$ cat src/rtl/lla_pkg.sv
// Shared types and codes for the life-like automaton step block.
// Payload structs, operation, register and row-read codes.
// No dependencies.
package lla_pkg;

    localparam int DEF_MAX_ROWS = 64;
    localparam int DEF_MAX_COLS = 256;

    typedef struct packed {
        logic [1:0] operation;
        logic [5:0] row;
        logic [7:0] col;
        logic       cell_value;
    } t_in_item;

    typedef struct packed {
        logic       cell_alive;
        logic [1:0] done_operation;
    } t_out_item;

    typedef logic [1:0] t_op;
    localparam t_op OP_WRITE = 2'd0;
    localparam t_op OP_READ  = 2'd1;
    localparam t_op OP_STEP  = 2'd2;
    localparam t_op OP_NOP   = 2'd3;

    typedef logic [1:0] t_cfg_idx;
    localparam t_cfg_idx CFG_BIRTH   = 2'd0;
    localparam t_cfg_idx CFG_SURVIVE = 2'd1;
    localparam t_cfg_idx CFG_ROWS    = 2'd2;
    localparam t_cfg_idx CFG_COLS    = 2'd3;

    localparam int CFG_DATA_W = 9;

    typedef logic [2:0] t_rd_sel;
    localparam t_rd_sel RD_NONE   = 3'd0;
    localparam t_rd_sel RD_ITEM   = 3'd1;
    localparam t_rd_sel RD_LAST   = 3'd2;
    localparam t_rd_sel RD_ZERO   = 3'd3;
    localparam t_rd_sel RD_AHEAD1 = 3'd4;
    localparam t_rd_sel RD_AHEAD2 = 3'd5;

    typedef struct packed {
        logic    load_item;
        logic    cnt_clr;
        logic    cnt_inc;
        logic    mem_clr;
        t_rd_sel rd_sel;
        logic    ld_above;
        logic    ld_first;
        logic    sweep_wr;
        logic    cell_wr;
        logic    out_load;
    } t_dp_cmd;

    typedef struct packed {
        logic in_is_step;
        logic cnt_last;
        logic cnt_max;
        logic out_free;
    } t_dp_sts;

endpackage

$ cat src/rtl/lla_ctrl.sv
// Controller: sequences clearing, cell read/write and the generation sweep.
// Issues t_dp_cmd to lla_dpath and reads t_dp_sts; depends on lla_pkg.
module lla_ctrl
    import lla_pkg::*;
(
    input  logic    i_clk,
    input  logic    i_rst_n,
    input  logic    i_in_valid,
    output logic    o_in_ready,
    input  t_dp_sts i_sts,
    output t_dp_cmd o_cmd
);

    localparam logic [3:0] ST_CLEAR      = 4'd0;
    localparam logic [3:0] ST_IDLE       = 4'd1;
    localparam logic [3:0] ST_CELL_RD    = 4'd2;
    localparam logic [3:0] ST_CELL_WR    = 4'd3;
    localparam logic [3:0] ST_LOAD_LAST  = 4'd4;
    localparam logic [3:0] ST_LOAD_FIRST = 4'd5;
    localparam logic [3:0] ST_PRIME      = 4'd6;
    localparam logic [3:0] ST_SWEEP      = 4'd7;
    localparam logic [3:0] ST_FINISH     = 4'd8;

    logic [3:0] r_state;
    logic [3:0] n_state;
    logic       w_accept;

    assign o_in_ready = (r_state == ST_IDLE);
    assign w_accept   = o_in_ready && i_in_valid;

    always_comb begin
        n_state = r_state;
        o_cmd   = '0;
        o_cmd.rd_sel = RD_NONE;
        case (r_state)
            ST_CLEAR: begin
                o_cmd.mem_clr = 1'b1;
                o_cmd.cnt_inc = 1'b1;
                if (i_sts.cnt_max) begin
                    n_state = ST_IDLE;
                end
            end
            ST_IDLE: begin
                if (w_accept) begin
                    o_cmd.load_item = 1'b1;
                    n_state = i_sts.in_is_step ? ST_LOAD_LAST : ST_CELL_RD;
                end
            end
            ST_CELL_RD: begin
                o_cmd.rd_sel = RD_ITEM;
                n_state = ST_CELL_WR;
            end
            ST_CELL_WR: begin
                o_cmd.cell_wr = 1'b1;
                n_state = ST_FINISH;
            end
            ST_LOAD_LAST: begin
                o_cmd.rd_sel  = RD_LAST;
                o_cmd.cnt_clr = 1'b1;
                n_state = ST_LOAD_FIRST;
            end
            ST_LOAD_FIRST: begin
                o_cmd.rd_sel   = RD_ZERO;
                o_cmd.ld_above = 1'b1;
                n_state = ST_PRIME;
            end
            ST_PRIME: begin
                o_cmd.rd_sel   = RD_AHEAD1;
                o_cmd.ld_first = 1'b1;
                n_state = ST_SWEEP;
            end
            ST_SWEEP: begin
                o_cmd.rd_sel   = RD_AHEAD2;
                o_cmd.sweep_wr = 1'b1;
                o_cmd.cnt_inc  = 1'b1;
                if (i_sts.cnt_last) begin
                    n_state = ST_FINISH;
                end
            end
            ST_FINISH: begin
                if (i_sts.out_free) begin
                    o_cmd.out_load = 1'b1;
                    n_state = ST_IDLE;
                end
            end
            default: begin
                n_state = ST_IDLE;
            end
        endcase
    end

    always_ff @(posedge i_clk) begin
        if (!i_rst_n) begin
            r_state <= ST_CLEAR;
        end else begin
            r_state <= n_state;
        end
    end

    a_accept_moves: assert property (@(posedge i_clk) disable iff (!i_rst_n)
        w_accept |=> (r_state == ST_CELL_RD || r_state == ST_LOAD_LAST))
        else $error("accepted beat did not start work");

    a_sweep_ends: assert property (@(posedge i_clk) disable iff (!i_rst_n)
        (r_state == ST_SWEEP && i_sts.cnt_last) |=> r_state == ST_FINISH)
        else $error("sweep ran past the last row");

    a_finish_holds: assert property (@(posedge i_clk) disable iff (!i_rst_n)
        (r_state == ST_FINISH && !i_sts.out_free) |=> r_state == ST_FINISH)
        else $error("result dropped while output stalled");

endmodule

$ cat config.mk
export PLATFORM = sky130hd
export DESIGN_NAME = lla_ctrl
export DESIGN_NICKNAME = d
export VERILOG_FILES = /design/src/rtl/lla_pkg.sv /design/src/rtl/lla_ctrl.sv
export SDC_FILE = /design/constraint.sdc
export NUM_CORES = 1
export LEC_CHECK = 0
export BUFFER_PORTS_ARGS = -buffer_cell sky130_fd_sc_hd__clkbuf_2
export CORE_AREA = 4 4 41 43
export DETAILED_ROUTE_END_ITERATION = 10
export DIE_AREA = 0 0 45 47
export GPL_ROUTABILITY_DRIVEN = 0
export HOLD_SLACK_MARGIN = 0.02
export SETUP_SLACK_MARGIN = 0.15
export SLEW_MARGIN = 10
export SYNTH_ARGS = -nofsm -noshare
export SYNTH_HDL_FRONTEND = slang
export SYNTH_SLANG_ARGS = --single-unit
export TNS_END_PERCENT = 10
$ cat constraint.sdc
create_clock -name i_clk -period 1.7 [get_ports i_clk]
set_input_delay 0.255 -clock i_clk [delete_from_list [all_inputs] [get_ports i_clk]]
set_output_delay 0.255 -clock i_clk [all_outputs]
set_load 0.005 [all_outputs]
==> results.toml <==
[cts]
post-cts-setup-buffers = 0
cts.htree.levels = 1
clockBufferDepth = 2
cts.sinks = 4
cts_tree = "yes"
cts.reportedPaths.clkPinSlew_ns = 0.04
clock_latency_ns = 0.23
cts_root_buffer = "clkbuf_4"
cts_made_buffers = 3

[synthesis]
syn_nets = 60
synth_cell_types = 28
synth_area_sq_um = 387
yosysWarnings = 0
ys_seq_elements = 4
avgSynthCellArea_sq_um = 7.29
yosysSeqAreaShare_pct = 20.7
postSynthCellCount = 53

[global_routing]
antenna_found_initial = 0
overflow = 0
grt_pass1_vias = 380
grt_start_max_net_pins = 18
grtUsageTotal_pct = 10.9
grt_pass1_wl_um = 1620

[flow_run]
maxCapViolCount = 0

[pwr]
power_leakage_nw = 0.246
ir_worst_vdd_v = 0.000296
pwr_density_cell_mw_per_mm2 = 646

[cells_and_area]
area_growth_pct = 35.0
multi_input_area_sq_um = 265
regArea_sq_um = 86.3
fill_cells = 151
diodes = 0
drive_above_1_share_pct = 42.5
reg_top3 = "r_state (4)"
largest_reg_flops = 4
nNetsFinal = 82
largest_register = "r_state"

[detailed_routing]
met2_length_um = 384
vias = 435
wl_met1_um = 476
drc = 0
drtPass1Iterations = 4
avgRoutedWirePerCell_um = 10.9
drt-total-wl_um = 955
wl_met3_um = 80
antenna_left = 0
drt_iter0_drc = 9
highest_layer = "met4"
vias_per_cell = 4.94

[timing]
setup_violations = 0
max_clock_freq_mhz = 645
finalCritPeriodShare_pct = 91.2
rsz0062_at_grt = "true"
fin_worst_skew_ns = 0.00176
final_hold_viol_count = 0
tightest_slew_ns = 0.390
fin_tns_setup_ns = 0
slew_headroom_pct = 73.7
fin_hold_ws_ns = 0.293
maxSlewViolCount = 0
min_period_ns = 1.55

[floorplanning]
rows = 13
die_area_sq_mm = 0.00212
start_util_pct = 29.7
ios = 20
core_area_sq_mm = 0.00130
die_h_um = 47
chipWidth_um = 45

[min_path]
hold_end = "r_state[3]$_SDFFE_PN0P_"
hp-start = "i_rst_n"
hold_path.class = "in -> reg"
hold_path_depth = 3

[setup_path]
crit_required_ns = 1.44
cp_max_fo = 7
reg2regPathDepth = 3
arrival_ns = 1.29
r2r_end = "r_state[0]$_SDFFE_PN0P_"
end_kind = "output port"
worstSetupStartpointType = "register"
critical_path.startpoint = "r_state[2]$_SDFFE_PN0P_"
regToRegStartpoint = "r_state[2]$_SDFFE_PN0P_"
crit_type = "reg -> out"
r2r_setup_slack_ns = 0.38

[status]
status = "finished clean"

[place]
port_buffers = 19
hpwl_um = 756
==> cell type report <==
cell class / instances / area share [%]
Multi-Input combinational cell: 40 / 50.8
Timing Repair Buffer: 21 / 21.1
Sequential cell: 4 / 16.5
Clock buffer: 3 / 4.32
Inverter: 5 / 3.60
Tap cell: 15 / 3.60
==> metrics by stage <==
| step | setup WS, ns | util, % | instance area, sq um | total power, mW | std cells |
|---|---|---|---|---|---|
| after global placement | 0.231 | 37.4 | 487 | 0.221 | 85 |
| final | 0.150 | 40.1 | 522 | 0.337 | 88 |
| after detailed placement | 0.209 | 37.4 | 487 | 0.222 | 85 |
| after global routing | 0.0973 | 40.1 | 522 | 0.363 | 88 |
| after CTS | 0.112 | 39.2 | 510 | 0.343 | 88 |
| after floorplan | 0.384 | - | 387 | 0.183 | 53 |
==> kinds of logic after synthesis <==
| kind of cell | synth area share [%] |
|---|---|
| mux | 2.59 |
| buf+inv | 12.3 |
| simple gates | 42.7 |
| flops | 20.7 |
| compound gates | 21.7 |
==> metal layers <==
layer / up-vias / global-route usage (%)
li1: 232 / -
met1: 184 / 13.8
met4: 0 / 8.77
met3: 2 / 3.07
met5: - / 0
met2: 17 / 15.3
==> worst max path at each step <==
stage               slack [ns]                      end
floorplan                 0.38                o_cmd[11]
global placement          0.23  r_state[0]$_SDFFE_PN0P_
detailed placement        0.21  r_state[2]$_SDFFE_PN0P_
CTS                       0.11                o_cmd[11]
global route               0.1                 o_cmd[9]
finish                    0.15                 o_cmd[9]
==> critical path, stage by stage, from the launching register on <==
cell and delay, ns:
dfxtp_1 0.36, or3_1 0.43, a21oi_1 0.14, clkbuf_2 0.13
==> cells in the final DEF (no fill, tap or decap) <==
cell type / n
dfxtp_4: 1
a21oi_1: 3
and4b_1: 1
dfxtp_2: 2
nand2b_1: 3
nand4b_1: 1
or4b_1: 1
mux2i_1: 1
dfxtp_1: 1
clkbuf_4: 3
o31ai_1: 2
or3_1: 1
nand3_1: 1
nor4_2: 2
o221a_2: 1
nand3b_1: 1
nor3_1: 4
and2_1: 1
inv_1: 5
a311o_1: 1
buf_4: 2
nor2b_1: 2
a21oi_2: 1
nand2_1: 3
or4_1: 1
clkbuf_2: 19
nor2_1: 6
o41ai_1: 1
a21o_1: 2
==> power by group <==
group	internal (mW)	switching, mW	leakage [nW]
registers	0.101	0.0157	0.0342
logic	0.0532	0.0529	0.198
clock network	0.0787	0.0355	0.0138
total	0.233	0.104	0.246
==> cell usage after synthesis <==
| library cell | instances | area share, % |
|---|---|---|
| nor2_1 | 6 | 5.8 |
| inv_1 | 5 | 4.9 |
| dfxtp_1 | 4 | 21 |
| nor3_1 | 4 | 5.2 |
| a21oi_1 | 3 | 3.9 |
| nand2_1 | 3 | 2.9 |
| nand2b_1 | 3 | 4.9 |
| a21o_1 | 2 | 3.9 |
| buf_2 | 2 | 2.6 |
| nor2b_1 | 2 | 3.2 |
| o31ai_1 | 2 | 3.9 |
| a21oi_2 | 1 | 2.3 |
| a311o_1 | 1 | 2.6 |
| and2_1 | 1 | 1.6 |
| and4b_1 | 1 | 2.6 |
| buf_4 | 1 | 1.9 |
| buf_6 | 1 | 2.9 |
| mux2i_1 | 1 | 2.6 |
| nand3_1 | 1 | 1.3 |
| nand3b_1 | 1 | 1.9 |
| nand4b_1 | 1 | 2.3 |
| nor4_1 | 1 | 1.6 |
| nor4_2 | 1 | 3.2 |
| o221a_2 | 1 | 2.9 |
| o41ai_1 | 1 | 2.3 |
| or3_1 | 1 | 1.6 |
| or4_1 | 1 | 1.9 |
| or4b_1 | 1 | 2.6 |
==> what timing repair did <==
item,in CTS,in global routing
setup endpoints to repair,8,12
gates resized for setup,1,4
hold buffers,0,0
Power figures use the tool's default switching activity.
